### config.mk
export PLATFORM = sky130hd
export DESIGN_NAME = ps2_mouse_cursor_tracker
export DESIGN_NICKNAME = d
export VERILOG_FILES = /design/src/design/ps2mc_pkg.sv /design/src/design/ps2_mouse_cursor_tracker.sv
export SDC_FILE = /design/constraint.sdc
export NUM_CORES = 1
export LEC_CHECK = 0
export BUFFER_PORTS_ARGS = -buffer_cell sky130_fd_sc_hd__buf_2
export CAP_MARGIN = 20
export CORE_MARGIN = 3
export CORE_UTILIZATION = 42
export CTS_CLUSTER_SIZE = 20
export DETAILED_ROUTE_END_ITERATION = 7
export GPL_ROUTABILITY_DRIVEN = 1
export PLACE_DENSITY = 0.67
export SLEW_MARGIN = 10
export SYNTH_ARGS = -nofsm -noshare
export SYNTH_HDL_FRONTEND = slang
export SYNTH_SLANG_ARGS = --single-unit
### constraint.sdc
create_clock -name clk -period 8.1 [get_ports clk]
set_input_delay 1.62 -clock clk [delete_from_list [all_inputs] [get_ports clk]]
set_output_delay 1.62 -clock clk [all_outputs]
set_load 0.005 [all_outputs]
### src/design/ps2mc_pkg.sv
`default_nettype none

package ps2mc_pkg;

  // Field widths of the streams and registers.
  localparam int unsigned DataW   = 8;
  localparam int unsigned ColW    = 7;
  localparam int unsigned LineW   = 5;
  localparam int unsigned OutW    = 16;
  localparam int unsigned AddrW   = 3;
  localparam int unsigned ApbW    = 32;

  // Default sensitivity divisor (range 1 to 16).
  localparam int unsigned DivisorDefault = 4;

  // Register reset values.
  localparam logic [ColW-1:0]  MaxColumnReset = 7'd79;
  localparam logic [LineW-1:0] MaxLineReset   = 5'd24;
  localparam logic [ColW-1:0]  PosXReset      = 7'd40;
  localparam logic [LineW-1:0] PosYReset      = 5'd12;

  // Header bit positions.
  localparam int unsigned HdrLeftBit  = 0;
  localparam int unsigned HdrXSignBit = 4;
  localparam int unsigned HdrYSignBit = 5;

  // Packet byte positions.
  localparam logic [1:0] PosHeader = 2'd0;
  localparam logic [1:0] PosX      = 2'd1;
  localparam logic [1:0] PosY      = 2'd2;

  // Register indexes, taken from the word address.
  localparam logic RegMaxColumn = 1'b0;
  localparam logic RegMaxLine   = 1'b1;

endpackage

`default_nettype wire

### src/design/ps2_mouse_cursor_tracker.sv
// A result item appears on m_tdata in the cycle after the third flagged byte is accepted.
// One byte per cycle is taken while s_tready is high; s_tready drops only while a result waits unaccepted.
// The per-byte path is one constant multiply (reciprocal of DIVISOR), one add and a clamp.
// Reset (synchronous, active high) sets the cursor to column 40, row 12, clears the packet
// position and restores max_column to 79 and max_line to 24.
`default_nettype none

module ps2_mouse_cursor_tracker #(
  parameter int unsigned DIVISOR = ps2mc_pkg::DivisorDefault
) (
  input  wire logic                        clk,
  input  wire logic                        rst,
  // Input stream.
  input  wire logic                        s_tvalid,
  output logic                             s_tready,
  input  wire logic [ps2mc_pkg::DataW-1:0] s_tdata,  // [7:0] data_byte
  input  wire logic                        s_tuser,  // [0] aux_flag
  // Result stream.
  output logic                             m_tvalid,
  input  wire logic                        m_tready,
  output logic [ps2mc_pkg::OutW-1:0]       m_tdata,  // [6:0] cursor_x, [11:7] cursor_y,
                                                     // [12] left_button, [15:13] zero
  // Register port. The byte offset within a word is ignored.
  input  wire logic                        psel,
  input  wire logic                        penable,
  input  wire logic                        pwrite,
  input  wire logic [ps2mc_pkg::AddrW-1:0] paddr,
  input  wire logic [ps2mc_pkg::ApbW-1:0]  pwdata,
  output logic [ps2mc_pkg::ApbW-1:0]       prdata,
  output logic                             pready
);
  import ps2mc_pkg::*;

  // Division by DIVISOR as a multiply by a rounded-up reciprocal; exact for magnitudes
  // up to 256 and divisors up to 16.
  localparam int unsigned RecipShift = 16;
  localparam int unsigned RecipVal   = ((1 << RecipShift) + DIVISOR - 1) / DIVISOR;
  localparam int unsigned RecipW     = RecipShift + 1;
  localparam int unsigned MagW       = 9;
  localparam int unsigned ProdW      = MagW + RecipW;
  localparam int unsigned SumW       = 11;
  localparam logic [RecipW-1:0] Recip = RecipW'(RecipVal);

  logic [ColW-1:0]  max_column;
  logic [LineW-1:0] max_line;
  logic [1:0]       byte_position;
  logic [DataW-1:0] header_byte;
  logic [DataW-1:0] x_byte;
  logic [ColW-1:0]  pos_x;
  logic [ColW-1:0]  pos_x_next;
  logic [LineW-1:0] pos_y;
  logic [LineW-1:0] pos_y_next;
  logic             left_button;
  logic             out_valid;

  logic             in_fire;
  logic             flag_fire;
  logic             packet_done;
  logic             cfg_write;

  logic [MagW-1:0]  mag_x;
  logic [MagW-1:0]  mag_y;
  logic [ProdW-1:0] prod_x;
  logic [ProdW-1:0] prod_y;
  logic [MagW-1:0]  quot_x;
  logic [MagW-1:0]  quot_y;
  logic signed [SumW-1:0] step_x;
  logic signed [SumW-1:0] step_y;
  logic signed [SumW-1:0] new_x;
  logic signed [SumW-1:0] new_y;

  // Handshakes.
  assign s_tready    = !out_valid || m_tready;
  assign in_fire     = s_tvalid && s_tready;
  assign flag_fire   = in_fire && s_tuser;
  assign packet_done = flag_fire && (byte_position != PosHeader) && (byte_position != PosX);
  assign cfg_write   = psel && penable && pwrite && pready;
  assign pready      = 1'b1;

  // Movement magnitudes: the 9-bit value is sign bit over data byte.
  always_comb begin
    mag_x = header_byte[HdrXSignBit] ? MagW'(9'd256 - {1'b0, x_byte}) : {1'b0, x_byte};
    mag_y = header_byte[HdrYSignBit] ? MagW'(9'd256 - {1'b0, s_tdata}) : {1'b0, s_tdata};
  end

  // Truncating division of the magnitudes, then the sign is put back.
  always_comb begin
    prod_x = ProdW'(mag_x) * ProdW'(Recip);
    prod_y = ProdW'(mag_y) * ProdW'(Recip);
    quot_x = prod_x[RecipShift +: MagW];
    quot_y = prod_y[RecipShift +: MagW];
    step_x = header_byte[HdrXSignBit] ? -$signed(SumW'(quot_x)) : $signed(SumW'(quot_x));
    step_y = header_byte[HdrYSignBit] ? -$signed(SumW'(quot_y)) : $signed(SumW'(quot_y));
  end

  // New position, clamped to zero and to the configured maximum.
  always_comb begin
    new_x = $signed(SumW'(pos_x)) + step_x;
    new_y = $signed(SumW'(pos_y)) - step_y;
    if (new_x < 0) begin
      pos_x_next = '0;
    end else if (new_x > $signed(SumW'(max_column))) begin
      pos_x_next = max_column;
    end else begin
      pos_x_next = new_x[ColW-1:0];
    end
    if (new_y < 0) begin
      pos_y_next = '0;
    end else if (new_y > $signed(SumW'(max_line))) begin
      pos_y_next = max_line;
    end else begin
      pos_y_next = new_y[LineW-1:0];
    end
  end

  // Packet collection and cursor state.
  always_ff @(posedge clk) begin
    if (rst) begin
      byte_position <= PosHeader;
      header_byte   <= '0;
      x_byte        <= '0;
      pos_x         <= PosXReset;
      pos_y         <= PosYReset;
      left_button   <= 1'b0;
    end else if (flag_fire) begin
      unique case (byte_position)
        PosHeader: begin
          header_byte   <= s_tdata;
          byte_position <= PosX;
        end
        PosX: begin
          x_byte        <= s_tdata;
          byte_position <= PosY;
        end
        default: begin
          byte_position <= PosHeader;
          pos_x         <= pos_x_next;
          pos_y         <= pos_y_next;
          left_button   <= header_byte[HdrLeftBit];
        end
      endcase
    end
  end

  // Result register valid flag; the payload is the cursor state itself.
  always_ff @(posedge clk) begin
    if (rst) begin
      out_valid <= 1'b0;
    end else if (packet_done) begin
      out_valid <= 1'b1;
    end else if (m_tready) begin
      out_valid <= 1'b0;
    end
  end

  assign m_tvalid = out_valid;
  assign m_tdata  = OutW'({left_button, pos_y, pos_x});

  // Configuration registers.
  always_ff @(posedge clk) begin
    if (rst) begin
      max_column <= MaxColumnReset;
      max_line   <= MaxLineReset;
    end else if (cfg_write) begin
      unique case (paddr[2])
        RegMaxColumn: max_column <= pwdata[ColW-1:0];
        RegMaxLine:   max_line   <= pwdata[LineW-1:0];
        default:      max_line   <= max_line;
      endcase
    end
  end

  // Register read-back.
  always_comb begin
    unique case (paddr[2])
      RegMaxColumn: prdata = ApbW'(max_column);
      RegMaxLine:   prdata = ApbW'(max_line);
      default:      prdata = '0;
    endcase
  end

endmodule

`default_nettype wire
==> impl_metrics.prom, run 1 <==
# TYPE chip_impl_metric gauge
chip_impl_metric{name="start_util",unit=""} 0.445
chip_impl_metric{name="timing_hold_violations_final",unit=""} 0
chip_impl_metric{name="dpl_cell_area",unit="um2"} 3480
chip_impl_metric{name="grtUsageTotal",unit=""} 0.172
chip_impl_metric{name="io_buffers",unit=""} 45
chip_impl_metric{name="die_x",unit="um"} 94.9
chip_impl_info{name="yosys-top-cells-count",value="nor2_1 (43), dfxtp_1 (39), buf_4 (30)"} 1
chip_impl_metric{name="multi_input_combinational_cell_area",unit="um2"} 2240
chip_impl_metric{name="first_global_vias",unit=""} 2606
chip_impl_info{name="synth_largest_area_cell",value="dfxtp_1"} 1
chip_impl_info{name="worstSetupStartpoint",value="s_tdata[0]"} 1
chip_impl_metric{name="post_cts_resize_count",unit=""} 0
chip_impl_metric{name="power.ir.vdd_worst",unit="uV"} 71.5
chip_impl_metric{name="fp.dieArea",unit="um2"} 9000
chip_impl_metric{name="area_growth_syn_to_layout",unit="%"} 7.85
chip_impl_metric{name="detail_route.wirelength",unit="um"} 7450
chip_impl_metric{name="row_count",unit=""} 31
chip_impl_metric{name="crit_buf_inv",unit=""} 2
chip_impl_metric{name="min_period_over_period",unit=""} 0.688
chip_impl_metric{name="netlist.area_leader.share",unit=""} 0.235
chip_impl_metric{name="total_congestion_overflow_after_global_routing",unit=""} 0
chip_impl_info{name="synth-main-ff-cell",value="dfxtp_1"} 1
chip_impl_metric{name="final-seq-area",unit="um2"} 781
chip_impl_metric{name="maxSlewHeadroom",unit=""} 0.449
chip_impl_metric{name="antenna_left",unit=""} 0
chip_impl_metric{name="ios",unit=""} 102
chip_impl_metric{name="leakagePower",unit="nW"} 1.55
chip_impl_metric{name="clock_insertion_delay_worst_skew",unit="ns"} 0.29
chip_impl_info{name="post-synth-top-count-cell",value="nor2_1"} 1
chip_impl_metric{name="cap_viol_max_count",unit=""} 0
chip_impl_metric{name="grt_start_max_net_pins",unit=""} 33
chip_impl_metric{name="vias",unit=""} 2847
chip_impl_metric{name="timing.final.max_slew_violations",unit=""} 0
chip_impl_metric{name="asyncSetResetFlopFracSynth",unit=""} 0
chip_impl_metric{name="clock.fmax",unit="MHz"} 179
chip_impl_metric{name="post_drt_via_cell_ratio",unit=""} 5.30
chip_impl_info{name="worstHoldEndpoint",value="max_line[3]"} 1
chip_impl_metric{name="synth_seq_cells",unit=""} 39
chip_impl_metric{name="ys.warnings.count",unit=""} 0
chip_impl_info{name="synth.area.top_cells",value="dfxtp_1 (24%), ha_1 (10%), buf_4 (6.8%), mux2i_1 (5.4%), nor2_1 (4.9%)"} 1
chip_impl_info{name="r2r-end",value="pos_x[1]"} 1
chip_impl_metric{name="timing.hold.ws",unit="ns"} 0.500
chip_impl_metric{name="setup_viol",unit=""} 0
chip_impl_info{name="hold_path_class",value="flip-flop to flip-flop"} 1
chip_impl_metric{name="n_fill_cell",unit=""} 756
chip_impl_metric{name="timing.final.crit_period",unit="ns"} 5.57
chip_impl_metric{name="synth_enable_flop_cells",unit=""} 0
chip_impl_info{name="outcome",value="complete, no violations"} 1
chip_impl_metric{name="syn-instance-count",unit=""} 404
chip_impl_metric{name="worst_slack",unit="ns"} 2.53
chip_impl_metric{name="hold_depth",unit=""} 1
chip_impl_metric{name="crit_path_max_fo",unit=""} 6
chip_impl_metric{name="timing.reg2reg.worst_path_depth",unit=""} 20
chip_impl_metric{name="netlist_area",unit="um2"} 3320
chip_impl_metric{name="timing_worst_slew_pin_value",unit="ns"} 0.824
chip_impl_metric{name="final_layout_size_suffix_gt1_frac",unit=""} 0.158
chip_impl_metric{name="seq_area_frac_synth",unit=""} 0.235
chip_impl_metric{name="grt_first_pass_wirelength",unit="um"} 12400
chip_impl_metric{name="cts.sinks",unit=""} 39
chip_impl_info{name="critPathLaunchType",value="input port"} 1
chip_impl_metric{name="detailed_place_hpwl",unit="um"} 6030
chip_impl_metric{name="post-cts-setup-buffers",unit=""} 0
chip_impl_info{name="path_cells",value="buf_2 -> o21ai_0 -> xnor2_1 -> inv_1 -> ha_1 -> xnor2_1 -> nor2_1 -> xnor2_1 -> ha_1 -> nor2b_1 -> o31a_1 -> a21oi_1 -> ha_1 -> mux2i_1 -> a31oi_1 -> a2111oi_4 -> o21ba_4 -> a2111oi_0 -> a311o_1"} 1
chip_impl_metric{name="numCtsBuffers",unit=""} 5
chip_impl_metric{name="htreeDepth",unit=""} 2
chip_impl_metric{name="postLayoutCellArea",unit="um2"} 3580
chip_impl_metric{name="route.detailed.drc",unit=""} 0
chip_impl_info{name="rsz0062_at_grt",value="no"} 1
chip_impl_info{name="critical-path-top-delay-family",value="compound AO/OA/AOI/OAI gates"} 1
chip_impl_info{name="cp_slowest_cell",value="o21ai_0"} 1
chip_impl_metric{name="gpl.final_weighted_congestion",unit=""} 0.844
chip_impl_metric{name="fp.dieH",unit="um"} 94.9
chip_impl_metric{name="first_pass_iteration_count_of_the_detailed_router",unit=""} 4
chip_impl_metric{name="setup.reg_to_reg.worst_slack",unit="ns"} 3.13
chip_impl_metric{name="synth.distinct_cells",unit=""} 61
chip_impl_metric{name="holdBufCountCts",unit=""} 0
chip_impl_metric{name="core_region_area",unit="um2"} 7450
chip_impl_metric{name="dp_slack",unit="ns"} 2.25
chip_impl_metric{name="power-per-cell-area",unit="nW/um2"} 126
chip_impl_metric{name="finalNetCount",unit=""} 517
chip_impl_info{name="critPathCaptureType",value="flip-flop"} 1
chip_impl_info{name="cts_root_buffer",value="clkbuf_8"} 1
chip_impl_info{name="clock_tree_from_tritoncts",value="done"} 1
chip_impl_metric{name="clk_transition_reported_paths",unit="ns"} 0.08
chip_impl_metric{name="max_stage_delay",unit="ns"} 0.41
chip_impl_metric{name="clockBufferDepth",unit=""} 2
chip_impl_info{name="timing_worst_setup_path_type",value="input port to flip-flop"} 1
chip_impl_metric{name="detailedRoute.firstIterationViolations",unit=""} 124
chip_impl_metric{name="critPathRequiredTime",unit="ns"} 8.28
chip_impl_metric{name="crit_arrival",unit="ns"} 5.75
chip_impl_metric{name="antennaDiodeCount",unit=""} 0
chip_impl_metric{name="setup_tns",unit="ns"} 0
chip_impl_metric{name="antenna_violations_before_repair",unit=""} 0
chip_impl_metric{name="drt-wirelength-per-cell",unit="um"} 13.9
chip_impl_metric{name="finClkSkew",unit="ns"} 0.00527
chip_impl_info{name="min-delay-start",value="max_line[3]"} 1
chip_impl_metric{name="syn_area_per_cell",unit="um2"} 8.21
chip_impl_info{name="r2r_start",value="header_byte[4]"} 1
-- flip-flops by register name (all words and copies together), names as in the netlist --
signal	flops
x_byte	8
max_column	7
pos_x	7
max_line	5
pos_y	5
header_byte	3
byte_position	2
left_button	1
m_tvalid	1
-- layout make-up --
| class | instances | area share |
|---|---|---|
| repair buffers | 46 | 0.0651 |
| well taps | 99 | 0.0346 |
| multi-input cells | 319 | 0.627 |
| inverters | 26 | 0.0273 |
| flip-flops and latches | 39 | 0.218 |
| clock buffers | 8 | 0.0280 |
-- per-stage QoR --
stage | instances | total power (W) | util
3_5_place_dp | 529 | 0.000307 | 0.467
2_1_floorplan | 431 | 0.000291 | -
5_1_grt | 537 | 0.000477 | 0.480
3_3_place_gp | 529 | 0.000304 | 0.467
6_report | 537 | 0.000451 | 0.480
4_1_cts | 537 | 0.000455 | 0.480
-- kinds of logic after synthesis --
family / count (synthesis) / share of synthesized area
xor gates and xnor gates: 19 / 0.0502
DFF: 39 / 0.235
and+or+nand+nor: 114 / 0.164
adders and majority gates: 29 / 0.114
other: 2 / 0.00226
AOI/OAI and AO/OA: 106 / 0.246
muxes: 22 / 0.0690
buffers and inverters: 73 / 0.119
-- per-layer routing --
layer / wire (um) / vias to the layer above / global-route usage
li1: - / 1468 / -
met1: 3690 / 1298 / 0.241
met2: 3390 / 74 / 0.280
met3: 317 / 7 / 0.0271
met4: 56 / 0 / 0.0325
met5: 0 / - / 0
-- power breakdown --
| part | total, W | internal, W | switching, W |
|---|---|---|---|
| sequential | 0.000201 | 0.000196 | 0.00000536 |
| clock | 0.000148 | 0.0000778 | 0.0000698 |
| combinational | 0.000102 | 0.0000439 | 0.0000584 |
-- worst max path at each step --
| stage | endpoint | slack [ns] | depth (start not counted) |
|---|---|---|---|
| floorplan | pos_y[2] | 2.90 | 18 |
| global placement | pos_y[3] | 2.27 | 19 |
| detailed placement | pos_y[2] | 2.25 | 19 |
| CTS | pos_y[2] | 2.56 | 19 |
| global route | pos_y[2] | 2.15 | 19 |
| finish | pos_y[3] | 2.53 | 19 |
-- layout by cell type (no fill, tap or decap), drive strengths merged, types with 5 or more instances in the layout --
cell    netlist  routed
a21oi        17      17
nand2        22      22
clkbuf       14       8
inv          26      26
xnor2        13      13
conb          2      29
buf          33      46
dfxtp        39      39
o211ai       12      12
a21o          7       7
o31ai         5       5
nand4         8       8
nand3         7       7
mux2i        18      18
ha           27      27
nor2b         8       8
a211o         7       7
xor2          6       6
o21a          7       7
o21ai        17      17
nor2         43      43
nor3          6       6
No activity file was read; power rests on OpenSTA's default activity.
==> run 2: changes to the inputs <==
--- a/config.mk
+++ b/config.mk
@@ -5,6 +5,7 @@
 export SDC_FILE = /design/constraint.sdc
 export NUM_CORES = 1
 export LEC_CHECK = 0
+export ABC_AREA = 1
 export BUFFER_PORTS_ARGS = -buffer_cell sky130_fd_sc_hd__buf_2
 export CAP_MARGIN = 20
 export CORE_MARGIN = 3
@@ -12,7 +13,7 @@
 export CTS_CLUSTER_SIZE = 20
 export DETAILED_ROUTE_END_ITERATION = 7
 export GPL_ROUTABILITY_DRIVEN = 1
-export PLACE_DENSITY = 0.67
+export PLACE_DENSITY = 0.7
 export SLEW_MARGIN = 10
 export SYNTH_ARGS = -nofsm -noshare
 export SYNTH_HDL_FRONTEND = slang
==> constraint.sdc (replaced) <==
create_clock -name clk -period 4.67 [get_ports clk]
set_input_delay 0.934 -clock clk [delete_from_list [all_inputs] [get_ports clk]]
set_output_delay 0.934 -clock clk [all_outputs]
set_load 0.005 [all_outputs]
==> run 2 against run 1 <==
Synthesized cell count up 28%. Global-route usage grew 0.75 points. Critical path type unchanged. Clock power up 89%. Final cell count is 23% higher. Count of clock-buffer cells in the layout is 3 lower. Total power increased by 110%. Combinational power grew to 3.2 times the previous value. Final area increased by 4.7%. Critical path depth increased by 4.
==> impl_metrics.prom, run 2 <==
# TYPE chip_impl_metric gauge
chip_impl_info{name="outcome",value="complete, no violations"} 1
chip_impl_metric{name="fp.dieArea",unit="um2"} 9310
chip_impl_metric{name="synth_seq_cells",unit=""} 39
chip_impl_info{name="synth-main-ff-cell",value="dfxtp_1"} 1
chip_impl_metric{name="cap_viol_max_count",unit=""} 0
chip_impl_metric{name="crit_path_max_fo",unit=""} 5
chip_impl_info{name="path_cells",value="buf_2 -> nor2_4 -> nand2_2 -> nand3_1 -> nand2_2 -> ha_1 -> nor2_1 -> nor2_1 -> fa_1 -> o21ai_0 -> xor2_1 -> inv_1 -> ha_1 -> a21oi_1 -> o21ai_0 -> o21ai_0 -> nand2_1 -> nor2_2 -> nand2_4 -> nand2_4 -> nand2_1 -> nand3_1 -> nand2_1"} 1
chip_impl_metric{name="n_fill_cell",unit=""} 818
chip_impl_metric{name="grtUsageTotal",unit=""} 0.179
chip_impl_info{name="setup.worst_path.end",value="pos_y[3]"} 1
chip_impl_metric{name="detailedRoute.firstIterationViolations",unit=""} 177
chip_impl_info{name="largest_registers",value="x_byte (8), max_column (7), pos_x (7)"} 1
chip_impl_metric{name="route.detailed.drc",unit=""} 0
chip_impl_metric{name="totalPowerFinal",unit="W"} 0.000953
chip_impl_metric{name="setup_viol",unit=""} 0
chip_impl_metric{name="asyncSetResetFlopFracSynth",unit=""} 0
chip_impl_metric{name="timing_worst_slew_pin_value",unit="ns"} 0.598
chip_impl_info{name="cp_slowest_cell",value="fa_1"} 1
chip_impl_metric{name="cts.sinks",unit=""} 39
chip_impl_info{name="post-synth-top-count-cell",value="nand2_1"} 1
chip_impl_info{name="rsz0062_at_grt",value="no"} 1
chip_impl_metric{name="syn_area_per_cell",unit="um2"} 6.64
chip_impl_metric{name="setup_tns",unit="ns"} 0
chip_impl_metric{name="die_x",unit="um"} 96.5
chip_impl_info{name="layout_common_cells",value="nand2_1 (99), inv_1 (78), nand3_1 (47), a21oi_1 (47), buf_2 (45)"} 1
chip_impl_metric{name="detail_route.wirelength",unit="um"} 7940
chip_impl_metric{name="setup.reg_to_reg.worst_slack",unit="ns"} 0.70
chip_impl_metric{name="netlist.area_leader.share",unit=""} 0.227
chip_impl_metric{name="final_layout_size_suffix_gt1_frac",unit=""} 0.170
chip_impl_info{name="critPathLaunchType",value="input port"} 1
chip_impl_metric{name="crit_cells",unit=""} 23
chip_impl_metric{name="grt_start_max_net_pins",unit=""} 19
chip_impl_info{name="worstSetupStartpoint",value="s_tdata[0]"} 1
chip_impl_metric{name="finalNetCount",unit=""} 639
chip_impl_metric{name="grt_first_pass_wirelength",unit="um"} 13200
chip_impl_metric{name="holdBufCountCts",unit=""} 0
chip_impl_metric{name="antenna_left",unit=""} 0
chip_impl_metric{name="syn-instance-count",unit=""} 518
chip_impl_metric{name="htreeDepth",unit=""} 2
chip_impl_info{name="cts_root_buffer",value="clkbuf_8"} 1
chip_impl_metric{name="finClkSkew",unit="ns"} 0.0106
chip_impl_info{name="yosys-top-cells-count",value="nand2_1 (99), inv_1 (78), a21oi_1 (47), nand3_1 (47), dfxtp_1 (39)"} 1
chip_impl_metric{name="io_buffers",unit=""} 45
chip_impl_metric{name="fp.dieH",unit="um"} 96.5
chip_impl_metric{name="ys.warnings.count",unit=""} 0
chip_impl_metric{name="post_drt_via_cell_ratio",unit=""} 4.83
chip_impl_metric{name="gpl.final_weighted_congestion",unit=""} 0.836
chip_impl_metric{name="power-per-cell-area",unit="nW/um2"} 255
chip_impl_metric{name="ios",unit=""} 102
chip_impl_metric{name="timing.final.max_slew_violations",unit=""} 0
chip_impl_metric{name="start_util",unit=""} 0.438
chip_impl_metric{name="numCtsBuffers",unit=""} 5
chip_impl_metric{name="row_count",unit=""} 32
chip_impl_metric{name="core_region_area",unit="um2"} 7850
chip_impl_metric{name="leakagePower",unit="nW"} 2.00
chip_impl_metric{name="post_cts_resize_count",unit=""} 0
chip_impl_info{name="synth.area.top_cells",value="dfxtp_1 (23%), nand2_1 (11%), ha_1 (9.8%), inv_1 (8.5%), buf_4 (7.0%)"} 1
chip_impl_metric{name="total_congestion_overflow_after_global_routing",unit=""} 0
chip_impl_metric{name="maxSlewHeadroom",unit=""} 0.600
chip_impl_metric{name="clockBufferDepth",unit=""} 2
chip_impl_metric{name="drt-wirelength-per-cell",unit="um"} 12.0
chip_impl_info{name="critical-path-top-delay-family",value="simple AND/OR/NAND/NOR gates"} 1
chip_impl_metric{name="timing.reg2reg.worst_path_depth",unit=""} 24
chip_impl_metric{name="multi_input_combinational_cell_area",unit="um2"} 2180
chip_impl_info{name="critPathCaptureType",value="flip-flop"} 1
chip_impl_info{name="mostFrequentLayoutCell",value="nand2_1"} 1
chip_impl_info{name="largest_register",value="x_byte"} 1
chip_impl_metric{name="crit_arrival",unit="ns"} 4.20
chip_impl_metric{name="max_reg_flops",unit=""} 8
chip_impl_info{name="hold_path_class",value="flip-flop to flip-flop"} 1
chip_impl_info{name="r2r_start",value="x_byte[0]"} 1
chip_impl_metric{name="synth.distinct_cells",unit=""} 35
chip_impl_metric{name="timing_hold_violations_final",unit=""} 0
chip_impl_info{name="timing_worst_setup_path_type",value="input port to flip-flop"} 1
chip_impl_metric{name="clock.fmax",unit="MHz"} 249
chip_impl_metric{name="power.ir.vdd_worst",unit="uV"} 166
chip_impl_metric{name="seq_area_frac_synth",unit=""} 0.227
chip_impl_metric{name="first_pass_iteration_count_of_the_detailed_router",unit=""} 4
chip_impl_metric{name="min_period_over_period",unit=""} 0.860
chip_impl_metric{name="post-cts-setup-buffers",unit=""} 0
chip_impl_metric{name="detailed_place_hpwl",unit="um"} 6570
chip_impl_metric{name="vias",unit=""} 3194
chip_impl_metric{name="antenna_violations_before_repair",unit=""} 0
chip_impl_metric{name="antennaDiodeCount",unit=""} 0
chip_impl_metric{name="area_growth_syn_to_layout",unit="%"} 8.84
chip_impl_metric{name="critPathRequiredTime",unit="ns"} 4.85
chip_impl_metric{name="synth_enable_flop_cells",unit=""} 0
chip_impl_metric{name="netlist_area",unit="um2"} 3440
chip_impl_info{name="synth_largest_area_cell",value="dfxtp_1"} 1
chip_impl_info{name="clock_tree_from_tritoncts",value="done"} 1
chip_impl_metric{name="first_global_vias",unit=""} 2975
chip_impl_info{name="r2r-end",value="pos_x[4]"} 1
chip_impl_metric{name="final-seq-area",unit="um2"} 781
chip_impl_metric{name="max_stage_delay",unit="ns"} 0.44
chip_impl_metric{name="timing.final.crit_period",unit="ns"} 4.02
chip_impl_metric{name="clk_transition_reported_paths",unit="ns"} 0.07
chip_impl_metric{name="crit_buf_inv",unit=""} 2
chip_impl_metric{name="clock_insertion_delay_worst_skew",unit="ns"} 0.29
run 2: cell type report:
type / instances / share of cell area
clock buffer: 5 / 0.0184
clock inverter: 2 / 0.0100
inverter: 83 / 0.0832
multi-input combinational: 383 / 0.582
sequential: 39 / 0.209
tap: 102 / 0.0341
timing repair buffer: 47 / 0.0642
run 2: per-stage QoR:
stage          utilization  hold slack [ns]  cell area [um2]  worst slack [ns]  cells
2_1_floorplan            -            0.441             3540             0.919    545
3_3_place_gp         0.463            0.453             3640             0.465    654
3_5_place_dp         0.463            0.464             3640             0.349    654
4_1_cts              0.477            0.474             3740             0.637    661
5_1_grt              0.477            0.499             3740             0.290    661
6_report             0.477            0.475             3740             0.654    661
run 2: logic make-up (layout without fill, tap and decap cells):
| family | count (synthesis) | count (layout) | synth area share |
|---|---|---|---|
| other cells | 2 | 29 | 0.00218 |
| buf+inv | 123 | 137 | 0.170 |
| xor+xnor | 17 | 17 | 0.0477 |
| flops | 39 | 39 | 0.227 |
| simple gates | 212 | 212 | 0.295 |
| fa+ha+maj | 29 | 29 | 0.110 |
| compound gates | 96 | 96 | 0.149 |
run 2: worst reg2reg max path: cells and delay by family, from the launching register on:
family	cells	cell delay [ns]
adders and majority gates	3	0.79
buffers and inverters	2	0.13
AOI/OAI and AO/OA	7	1.05
and+or+nand+nor	9	0.84
xor gates and xnor gates	3	0.76
DFF	1	0.31
run 2: routing by layer:
| metal | track usage | vias up | routed length, um |
|---|---|---|---|
| li1 | - | 1684 | - |
| met1 | 0.224 | 1446 | 3590 |
| met2 | 0.321 | 55 | 3990 |
| met3 | 0.0271 | 9 | 263 |
| met4 | 0.0444 | 0 | 99 |
| met5 | 0 | - | 0 |
run 2: worst min-delay path by stage:
stage,start,to,slack (ns),depth (start not counted)
final,header_byte[0],header_byte[0],0.47,2
after global routing,pos_y[0],pos_y[0],0.50,2
after CTS,header_byte[0],header_byte[0],0.47,2
after detailed placement,header_byte[0],header_byte[0],0.46,2
after global placement,x_byte[1],x_byte[1],0.45,2
after floorplan,header_byte[0],header_byte[0],0.44,2
run 2: report_power, final:
group / switching (W) / leakage [nW] / internal [W] / total, W
clock network: 0.000122 / 0.0502 / 0.000156 / 0.000279
logic: 0.000209 / 1.63 / 0.000117 / 0.000326
registers: 0.00000656 / 0.317 / 0.000341 / 0.000348
==> run 3: changes to the inputs <==
--- a/config.mk
+++ b/config.mk
@@ -6,14 +6,13 @@
 export NUM_CORES = 1
 export LEC_CHECK = 0
 export ABC_AREA = 1
-export BUFFER_PORTS_ARGS = -buffer_cell sky130_fd_sc_hd__buf_2
 export CAP_MARGIN = 20
 export CORE_MARGIN = 3
 export CORE_UTILIZATION = 42
 export CTS_CLUSTER_SIZE = 20
 export DETAILED_ROUTE_END_ITERATION = 7
+export DONT_BUFFER_PORTS = 1
 export GPL_ROUTABILITY_DRIVEN = 1
-export PLACE_DENSITY = 0.7
 export SLEW_MARGIN = 10
 export SYNTH_ARGS = -nofsm -noshare
 export SYNTH_HDL_FRONTEND = slang
==> constraint.sdc (replaced) <==
create_clock -name clk -period 4.67 [get_ports clk]
set_input_delay 0.7005 -clock clk [delete_from_list [all_inputs] [get_ports clk]]
set_output_delay 0.7005 -clock clk [all_outputs]
set_load 0.005 [all_outputs]
==> run 3 against run 2 <==
Combinational power decreased by 7.4%. Maximum frequency increased by 2.0%. Final area decreased by 6.6%. Sequential power about the same. Utilization decreased by 3.1 points. Sequential share of layout area increased by 1.5 points. Worst setup slack improved by 0.078 ns. Sequential cell count unchanged. Clock power decreased by 17%. Critical path depth increased by 1. Critical endpoint is now pos_x[3]. Largest power group unchanged. Highest routed layer unchanged.
==> impl_metrics.prom, run 3 (same netlist as run 2, synthesis figures left out) <==
# TYPE chip_impl_metric gauge
chip_impl_info{name="outcome",value="complete, no violations"} 1
chip_impl_metric{name="area_growth_syn_to_layout",unit="%"} 1.67
chip_impl_metric{name="start_util",unit=""} 0.438
chip_impl_metric{name="timing.final.max_slew_violations",unit=""} 0
chip_impl_metric{name="crit_arrival",unit="ns"} 4.13
chip_impl_metric{name="detail_route.wirelength",unit="um"} 7950
chip_impl_metric{name="clockBufferDepth",unit=""} 2
chip_impl_metric{name="leakagePower",unit="nW"} 1.81
chip_impl_metric{name="antenna_violations_before_repair",unit=""} 0
chip_impl_metric{name="timing_hold_violations_final",unit=""} 0
chip_impl_metric{name="post_cts_resize_count",unit=""} 0
chip_impl_info{name="rsz0062_at_grt",value="no"} 1
chip_impl_metric{name="grtUsageTotal",unit=""} 0.183
chip_impl_metric{name="post-cts-setup-buffers",unit=""} 0
chip_impl_metric{name="power.ir.vdd_worst",unit="uV"} 119
chip_impl_metric{name="fp.dieH",unit="um"} 96.5
chip_impl_metric{name="finClkSkew",unit="ns"} 0.0134
chip_impl_info{name="timing_worst_setup_path_type",value="flip-flop to flip-flop"} 1
chip_impl_metric{name="htreeDepth",unit=""} 2
chip_impl_metric{name="worst_slack",unit="ns"} 0.732
chip_impl_info{name="clock_tree_from_tritoncts",value="done"} 1
chip_impl_metric{name="numPlacedInstances",unit=""} 609
chip_impl_metric{name="numCtsBuffers",unit=""} 5
chip_impl_metric{name="grt_start_max_net_pins",unit=""} 19
chip_impl_metric{name="gpl.final_weighted_congestion",unit=""} 0.855
chip_impl_metric{name="min_period_over_period",unit=""} 0.843
chip_impl_metric{name="cap_viol_max_count",unit=""} 0
chip_impl_metric{name="io_buffers",unit=""} 0
chip_impl_metric{name="maxSlewHeadroom",unit=""} 0.576
chip_impl_metric{name="finalNetCount",unit=""} 594
chip_impl_info{name="hold_path_class",value="flip-flop to flip-flop"} 1
chip_impl_info{name="mostFrequentLayoutCell",value="nand2_1"} 1
chip_impl_metric{name="timing.final.crit_period",unit="ns"} 3.94
chip_impl_metric{name="final-seq-area",unit="um2"} 781
chip_impl_metric{name="dp_slack",unit="ns"} 0.742
chip_impl_metric{name="critPathRequiredTime",unit="ns"} 4.86
chip_impl_metric{name="final_layout_size_suffix_gt1_frac",unit=""} 0.0971
chip_impl_metric{name="first_pass_iteration_count_of_the_detailed_router",unit=""} 4
chip_impl_metric{name="clk_transition_reported_paths",unit="ns"} 0.07
chip_impl_metric{name="final-instance-count-excl-fill",unit=""} 617
chip_impl_metric{name="final_core_util",unit=""} 0.446
chip_impl_metric{name="core_region_area",unit="um2"} 7850
chip_impl_metric{name="crit_path_max_fo",unit=""} 9
chip_impl_info{name="layout_common_cells",value="nand2_1 (99), inv_1 (78), nand3_1 (47), a21oi_1 (47), dfxtp_1 (39)"} 1
chip_impl_metric{name="post_drt_via_cell_ratio",unit=""} 4.88
chip_impl_metric{name="multi_input_combinational_cell_area",unit="um2"} 2180
chip_impl_metric{name="total_congestion_overflow_after_global_routing",unit=""} 0
chip_impl_metric{name="vias",unit=""} 3010
chip_impl_info{name="worstSetupStartpoint",value="x_byte[0]"} 1
chip_impl_metric{name="setup_viol",unit=""} 0
chip_impl_metric{name="setup.reg_to_reg.worst_slack",unit="ns"} 0.73
chip_impl_metric{name="ios",unit=""} 102
chip_impl_info{name="critPathCaptureType",value="flip-flop"} 1
chip_impl_metric{name="route.detailed.drc",unit=""} 0
chip_impl_metric{name="power-per-cell-area",unit="nW/um2"} 252
chip_impl_metric{name="holdBufCountCts",unit=""} 0
chip_impl_info{name="min-delay-start",value="x_byte[1]"} 1
chip_impl_metric{name="cts.sinks",unit=""} 39
chip_impl_metric{name="row_count",unit=""} 32
chip_impl_info{name="largest_registers",value="x_byte (8), max_column (7), pos_x (7)"} 1
chip_impl_metric{name="clock_insertion_delay_worst_skew",unit="ns"} 0.30
chip_impl_metric{name="antennaDiodeCount",unit=""} 0
chip_impl_info{name="cts_root_buffer",value="clkbuf_8"} 1
chip_impl_metric{name="n_fill_cell",unit=""} 864
chip_impl_metric{name="fp.dieArea",unit="um2"} 9310
chip_impl_info{name="r2r_start",value="x_byte[0]"} 1
chip_impl_info{name="critPathLaunchType",value="flip-flop"} 1
chip_impl_metric{name="drt-wirelength-per-cell",unit="um"} 12.9
chip_impl_info{name="largest_register",value="x_byte"} 1
chip_impl_metric{name="clock.fmax",unit="MHz"} 254
chip_impl_metric{name="max_reg_flops",unit=""} 8
chip_impl_metric{name="timing_worst_slew_pin_value",unit="ns"} 0.634
chip_impl_metric{name="setup_tns",unit="ns"} 0
chip_impl_metric{name="grt_first_pass_wirelength",unit="um"} 13400
chip_impl_metric{name="detailed_place_hpwl",unit="um"} 6400
chip_impl_metric{name="die_x",unit="um"} 96.5
chip_impl_metric{name="antenna_left",unit=""} 0
chip_impl_metric{name="first_global_vias",unit=""} 2833
chip_impl_metric{name="detailedRoute.firstIterationViolations",unit=""} 144
## run 3: cell count changes in the layout (fill, tap and decap cells not counted)
cell,before,now
buf_2,45,0
clkbuf_1,0,1
clkinv_2,0,1
bufinv_16,1,0
## run 3: worst paths after layout
check             depth (start not counted)   endpoint
setup / recovery                         24   pos_x[3]
hold / removal                            2  x_byte[1]
setup reg to reg                         24   pos_x[3]
hold reg to reg                           2  x_byte[1]
## run 3: layout make-up
class                      instances  share of cell area
clock buffer                       6              0.0208
clock inverter                     2             0.00358
inverter                          83              0.0891
multi-input combinational        383               0.623
sequential                        39               0.223
tap                              102              0.0365
timing repair buffer               2             0.00429
## run 3: where the power goes
| part | leakage (nW) | switching, W | internal (W) |
|---|---|---|---|
| Sequential | 0.317 | 0.00000663 | 0.000341 |
| Combinational | 1.45 | 0.000195 | 0.000107 |
| Clock | 0.0412 | 0.000128 | 0.000105 |
| Total | 1.81 | 0.000329 | 0.000553 |
## run 3: metal layers
layer,wire [um],global-route usage,vias up
met3,464,0.0480,8
met1,3630,0.229,1357
met4,94,0.0549,0
li1,-,-,1587
met2,3760,0.306,58
met5,0,0,-
## run 3: through the flow
step                      instance area [um2]  hold WS, ns  total power (W)
after CTS                                3500        0.459         0.000889
after global routing                     3500        0.459         0.000956
after global placement                   3410        0.453         0.000647
after floorplan                          3540        0.441         0.000623
after detailed placement                 3410        0.462         0.000657
final                                    3500        0.471         0.000883
## run 3: critical path: stages, from the launching register on
cell and delay (ns):
dfxtp_1 0.31, o21ai_0 0.19, xor2_1 0.32, inv_2 0.06, ha_1 0.28, nand2_1 0.05, o21a_1 0.14, fa_1 0.39
inv_1 0.07, nand2_1 0.06, nand2_1 0.06, a21oi_1 0.09, o31ai_1 0.35, xor2_1 0.25, ha_1 0.28, a21oi_1 0.15
o21ai_0 0.08, o21ai_0 0.10, nand2_1 0.10, inv_2 0.05, nand2_2 0.11, nand2_2 0.13, nand2_1 0.07, nand3_1 0.07
nand2_1 0.05
